`config.mk`:
```
export PLATFORM = sky130hd
export DESIGN_NAME = bsf_state
export DESIGN_NICKNAME = d
export VERILOG_FILES = /design/src/rtl/bsf_pkg.sv /design/src/rtl/bsf_state.sv
export SDC_FILE = /design/constraint.sdc
export NUM_CORES = 1
export LEC_CHECK = 0
export ABC_AREA = 0
export ABC_CLOCK_PERIOD_IN_PS = 7200
export BUFFER_PORTS_ARGS = -buffer_cell sky130_fd_sc_hd__buf_2
export CAP_MARGIN = 5
export CORE_MARGIN = 2
export CORE_UTILIZATION = 34
export CTS_BUF_LIST = sky130_fd_sc_hd__clkbuf_4 sky130_fd_sc_hd__clkbuf_8
export CTS_CLUSTER_DIAMETER = 120
export DETAILED_ROUTE_END_ITERATION = 8
export HOLD_SLACK_MARGIN = 0.03
export PLACE_DENSITY = 0.56
export SETUP_SLACK_MARGIN = 0.3
export SLEW_MARGIN = 40
export SYNTH_ARGS = -nofsm -noshare
export SYNTH_HDL_FRONTEND = slang
export SYNTH_SLANG_ARGS = --single-unit
```
`constraint.sdc`:
```
create_clock -name clk -period 7.2 [get_ports clk]
set_clock_uncertainty 0.15 [all_clocks]
set_input_delay 1.44 -clock clk [delete_from_list [all_inputs] [get_ports clk]]
set_output_delay 1.44 -clock clk [all_outputs]
set_load 0.03 [all_outputs]
```
`src/rtl/bsf_pkg.sv`:
```
package bsf_pkg;

    localparam int FRAC_BITS_DEF = 16;
    localparam int GYRO_BITS_DEF = 10;

    localparam int GAIN_W     = 32;
    localparam int ENC_W      = 32;
    localparam int TILT_W     = 40;
    localparam int TILT_LO_W  = 20;
    localparam int TILT_HI_W  = TILT_W - TILT_LO_W;
    localparam int ACC_W      = 74;
    localparam int CFG_IDX_W  = 3;
    localparam int CFG_DATA_W = 32;
    localparam int SPEED_W    = 8;
    localparam int SPEED_LIMIT = 100;

    localparam logic [CFG_IDX_W-1:0] REG_GYRO_OFFSET   = 3'd0;
    localparam logic [CFG_IDX_W-1:0] REG_GAIN_TILT     = 3'd1;
    localparam logic [CFG_IDX_W-1:0] REG_GAIN_RATE     = 3'd2;
    localparam logic [CFG_IDX_W-1:0] REG_GAIN_POSITION = 3'd3;
    localparam logic [CFG_IDX_W-1:0] REG_GAIN_VELOCITY = 3'd4;

    localparam int GYRO_OFFSET_RST = 595;
    localparam logic signed [GAIN_W-1:0] GAIN_TILT_RST     = 32'sd8071;
    localparam logic signed [GAIN_W-1:0] GAIN_RATE_RST     = 32'sd159966;
    localparam logic signed [GAIN_W-1:0] GAIN_POSITION_RST = 32'sd35247;
    localparam logic signed [GAIN_W-1:0] GAIN_VELOCITY_RST = 32'sd6593576;

    typedef struct packed {
        logic signed [GAIN_W-1:0] tilt;
        logic signed [GAIN_W-1:0] rate;
        logic signed [GAIN_W-1:0] position;
        logic signed [GAIN_W-1:0] velocity;
    } bsf_gains_t;

endpackage

```
`src/rtl/bsf_state.sv`:
```
module bsf_state
    import bsf_pkg::*;
#(
    parameter int GYRO_BITS = GYRO_BITS_DEF
)(
    input  logic                     clk,
    input  logic                     rst_n,
    input  logic                     cfg_valid,
    output logic                     cfg_ready,
    input  logic [CFG_IDX_W-1:0]     cfg_index,
    input  logic [CFG_DATA_W-1:0]    cfg_data,
    input  logic                     in_valid,
    output logic                     in_ready,
    input  logic [GYRO_BITS-1:0]     gyro_sample,
    input  logic signed [ENC_W-1:0]  encoder_count,
    output bsf_gains_t               gains,
    output logic                     op_valid,
    input  logic                     op_ready,
    output logic signed [TILT_W-1:0] op_tilt,
    output logic signed [GYRO_BITS:0] op_rate,
    output logic signed [ENC_W-1:0]  op_position,
    output logic signed [ENC_W-1:0]  op_delta
);

    localparam logic signed [TILT_W-1:0] TILT_MAX = {1'b0, {(TILT_W-1){1'b1}}};
    localparam logic signed [TILT_W-1:0] TILT_MIN = {1'b1, {(TILT_W-1){1'b0}}};

    logic [GYRO_BITS-1:0]     gyro_offset_reg;
    bsf_gains_t               gains_reg;
    logic signed [TILT_W-1:0] tilt_sum_reg;
    logic signed [TILT_W-1:0] tilt_sum_next;
    logic signed [ENC_W-1:0]  last_encoder_reg;
    logic signed [ENC_W-1:0]  position_sum_reg;
    logic signed [ENC_W-1:0]  position_sum_next;
    logic signed [GYRO_BITS:0] rate;
    logic signed [TILT_W:0]   tilt_wide;
    logic signed [ENC_W-1:0]  delta;
    logic                     op_valid_reg;
    logic signed [TILT_W-1:0] op_tilt_reg;
    logic signed [GYRO_BITS:0] op_rate_reg;
    logic signed [ENC_W-1:0]  op_position_reg;
    logic signed [ENC_W-1:0]  op_delta_reg;
    logic                     in_accept;

    assign cfg_ready = 1'b1;
    assign in_ready  = !op_valid_reg || op_ready;
    assign in_accept = in_valid && in_ready;

    always_comb
    begin
        rate = $signed({1'b0, gyro_sample}) - $signed({1'b0, gyro_offset_reg});
        tilt_wide = (TILT_W+1)'(tilt_sum_reg) + (TILT_W+1)'(rate);
        if (tilt_wide[TILT_W] != tilt_wide[TILT_W-1])
        begin
            tilt_sum_next = tilt_wide[TILT_W] ? TILT_MIN : TILT_MAX;
        end
        else
        begin
            tilt_sum_next = tilt_wide[TILT_W-1:0];
        end
        delta = encoder_count - last_encoder_reg;
        position_sum_next = position_sum_reg + delta;
    end

    always_ff @(posedge clk or negedge rst_n)
    begin
        if (!rst_n)
        begin
            gyro_offset_reg    <= GYRO_BITS'(GYRO_OFFSET_RST);
            gains_reg.tilt     <= GAIN_TILT_RST;
            gains_reg.rate     <= GAIN_RATE_RST;
            gains_reg.position <= GAIN_POSITION_RST;
            gains_reg.velocity <= GAIN_VELOCITY_RST;
        end
        else if (cfg_valid)
        begin
            case (cfg_index)
                REG_GYRO_OFFSET:   gyro_offset_reg    <= cfg_data[GYRO_BITS-1:0];
                REG_GAIN_TILT:     gains_reg.tilt     <= cfg_data;
                REG_GAIN_RATE:     gains_reg.rate     <= cfg_data;
                REG_GAIN_POSITION: gains_reg.position <= cfg_data;
                REG_GAIN_VELOCITY: gains_reg.velocity <= cfg_data;
                default:           ;
            endcase
        end
    end

    always_ff @(posedge clk or negedge rst_n)
    begin
        if (!rst_n)
        begin
            tilt_sum_reg     <= '0;
            last_encoder_reg <= '0;
            position_sum_reg <= '0;
            op_valid_reg     <= 1'b0;
        end
        else
        begin
            if (in_accept)
            begin
                tilt_sum_reg     <= tilt_sum_next;
                last_encoder_reg <= encoder_count;
                position_sum_reg <= position_sum_next;
                op_valid_reg     <= 1'b1;
            end
            else if (op_ready)
            begin
                op_valid_reg <= 1'b0;
            end
        end
    end

    always_ff @(posedge clk)
    begin
        if (in_accept)
        begin
            op_tilt_reg     <= tilt_sum_next;
            op_rate_reg     <= rate;
            op_position_reg <= position_sum_next;
            op_delta_reg    <= delta;
        end
    end

    assign gains       = gains_reg;
    assign op_valid    = op_valid_reg;
    assign op_tilt     = op_tilt_reg;
    assign op_rate     = op_rate_reg;
    assign op_position = op_position_reg;
    assign op_delta    = op_delta_reg;

endmodule

```
==> flow_summary.ini <==
[outcome]
outcome = complete, no violations

[worst_setup_path]
crit_type = in2reg
critPathLaunchType = primary input
end_kind = flip-flop
critPathMaxStageDelay_ns = 0.64
r2r_setup_slack_ns = 1.09
cpMostUsedCell = a21oi_1
cp.arrival_ns = 6.93
critPathMaxFanout = 31
cp.required_ns = 7.59
cpMaxStageDelayCell = a311oi_4

[detailed_routing]
drc = 0
via_per_inst = 5.04
drt_first_pass_iters = 5
drtIter0Drc = 839
ant_nets = 0
wl_mm = 51.7
avgRoutedWirePerCell_um = 18.0
route.vias.total = 14532

[yosys]
synthCells = 1753
synth-edff-count = 115
synthArstFlopShare = 0.679
synth_warnings = 0
seq_area_frac_synth = 0.512
synthTopCellsByArea = dfrtp_1 27%, edfxtp_1 18%, mux2_2 8.2%
synth.avg_cell_area_sq_um = 10.7
synthAdderAreaFrac = 0.0791
synth_compound_area_frac = 0.145
netlist_area_sq_um = 18700
synth-simple-area-share = 0.107
synthXorXnorAreaFrac = 0.0402
synth_area_leader_cell = dfrtp_1
synth_nets = 1951
synth_top_family_by_area = compound AO/OA/AOI/OAI gates
synth.distinct_cells = 74
synth_top_area_frac = 0.269
synthMuxAreaShare = 0.0834
synth-seq-cells = 358
ys.flop_type = dfrtp_1

[clocking]
htreeDepth = 3
cts_setup_buffers = 0
ctsRootBufferMaster = clkbuf_8
clock_path_buffers = 3
numClockSinks = 358
clkLatencyLatePin_ns = 0.65
hold_buffers = 0
post_cts_resized = 0
path_clk_slew_ns = 0.06
cts_tree = yes
numCtsBuffers = 70

[placement]
portBuffers = 326
hpwl_mm = 37.2
gp_congestion = 0.884
dp.cells = 2749

[layout]
utilization = 0.418
seq_area_sq_um = 9590
final_cell_mix = 325 x buf_2, 212 x nand2_1, 201 x dfrtp_1, 136 x mux2_2, 133 x a21oi_1
final_common_cell = buf_2
fill_cells = 5240
multi_input_area_sq_um = 8560
area_growth_syn_to_layout_pct = 22.2
final_nets = 2315
final_cells = 2881
drive_above_1_share = 0.313
largest_reg_flops = 128

[power_and_ir_drop]
powerDensity_nw_per_um2 = 535
clkPwrFrac = 0.184
max-vdd-ir-drop_mv = 0.227
power.switching_w = 0.00549
p_leak_nw = 10.4
power.internal_w = 0.00674
pwr-share-seq = 0.281
switching_share = 0.449
comb_power_share = 0.536

[global_routing]
grt_use_total = 0.179
antenna_found_initial = 2
grt_overflow = 0
grt_pass1_vias = 14881
grtUsageMet2 = 0.283
grt.busiest_layer = met2
grt_first_pass_wirelength_mm = 80.7
grtUsageMet3 = 0.0656
grt_max_degree = 122
use_met1 = 0.229

[sta]
final.setup.tns_ns = 0
post-route-period-util = 0.908
grt_setup_unrepaired = false
fmax_mhz = 153
drv_slew = 0
worst_pin_slew_ns = 0.788
slew_headroom = 0.475
hold_viol_final = 0
min_period_ns = 6.54
setup_viol = 0

[die]
rows = 86
core_area_sq_um = 54800
dieWidth_um = 239
start_util = 0.342
fp.dieArea_sq_um = 57000
die_h_um = 239
ioPinCount = 328

[hold_path]
worstHoldPathType = reg2reg

[flow_run]
cap_violations = 0
==> final cells by class <==
| type | instances | share of cell area |
|---|---|---|
| clock inverter | 22 | 0.0109 |
| tap | 704 | 0.0385 |
| sequential | 358 | 0.419 |
| inverter | 86 | 0.0147 |
| clock buffer | 108 | 0.0568 |
| antenna | 2 | 0.000219 |
| timing repair buffer | 359 | 0.0854 |
| multi-input combinational | 1242 | 0.374 |
==> stage by stage <==
step	hold slack, ns	total power, W	cell area, sq um	worst slack (ns)
floorplan	0.302	0.00817	18700	0.446
global placement	0.317	0.00989	21300	0.330
detailed placement	0.320	0.00999	21300	0.112
CTS	0.335	0.0123	22900	0.755
global route	0.360	0.0132	22900	0.389
finish	0.329	0.0122	22900	0.659
==> per-layer routing <==
layer	vias to the layer above	wire length, um
met3	79	4410
li1	7007	-
met2	454	23500
met4	2	1080
met1	6990	22700
met5	-	13
==> Yosys cell counts (3+ instances only) <==
master and number:
o211ai_1 6, o41ai_1 3, a31o_2 3, edfxtp_1 115, and2_1 6, a21oi_1 134
o21ai_0 128, or3_1 4, nand2_1 213, o21bai_1 21, nor2b_1 13, a211o_1 4
buf_4 3, a21boi_0 10, dfstp_2 42, nor2_1 107, nor3_1 23, buf_6 4
mux2i_1 3, o21ai_1 21, nand4_1 14, xnor2_1 50, clkbuf_1 50, a211oi_1 6
nand2b_1 15, nand3_1 24, and3_1 11, a21o_1 49, xor2_1 36, o31ai_1 9
inv_1 85, nor4b_1 3, a31oi_1 13, nor3b_1 4, a2111oi_0 3, fa_1 4
ha_1 112, dfrtp_1 201, a22oi_1 8, buf_1 8, o21a_1 11, mux2_2 136
==> worst paths after layout <==
check / cells after the start / end / startpoint
max: 27 / tilt_sum_reg[5] / gyro_sample[0]
min: 2 / position_sum_reg[0] / position_sum_reg[0]
max reg2reg: 25 / tilt_sum_reg[5] / gyro_offset_reg[0]
min reg2reg: 2 / position_sum_reg[0] / position_sum_reg[0]
max in group asynchronous: 2 / tilt_sum_reg[26] / rst_n
min in group asynchronous: 1 / last_encoder_reg[16] / rst_n
==> critical path, delay by kind of cell <==
| family | cells | cell delay (ns) |
|---|---|---|
| AO/OA/AOI/OAI | 15 | 3.43 |
| adder cells (fa/ha/maj) | 3 | 0.87 |
| buffers and inverters | 5 | 0.78 |
| AND/OR/NAND/NOR | 4 | 0.36 |
==> power groups by stage <==
stage | clock [W] | combinational, W | sequential, W
6_report | 0.00225 | 0.00655 | 0.00343
3_3_place_gp | 0 | 0.00643 | 0.00346
2_1_floorplan | 0 | 0.00392 | 0.00425
5_1_grt | 0.00242 | 0.00724 | 0.00351
3_5_place_dp | 0 | 0.00652 | 0.00346
4_1_cts | 0.00233 | 0.00655 | 0.00344
==> cells by family (layout without fill, tap and decap cells) <==
| group | after synthesis | in the layout |
|---|---|---|
| other cells | 1 | 3 |
| compound gates | 450 | 450 |
| flops | 358 | 358 |
| buf+inv | 153 | 575 |
| xor+xnor | 86 | 86 |
| fa+ha+maj | 116 | 116 |
| mux | 139 | 139 |
| simple gates | 450 | 450 |
(Power assumes the default switching activity.)
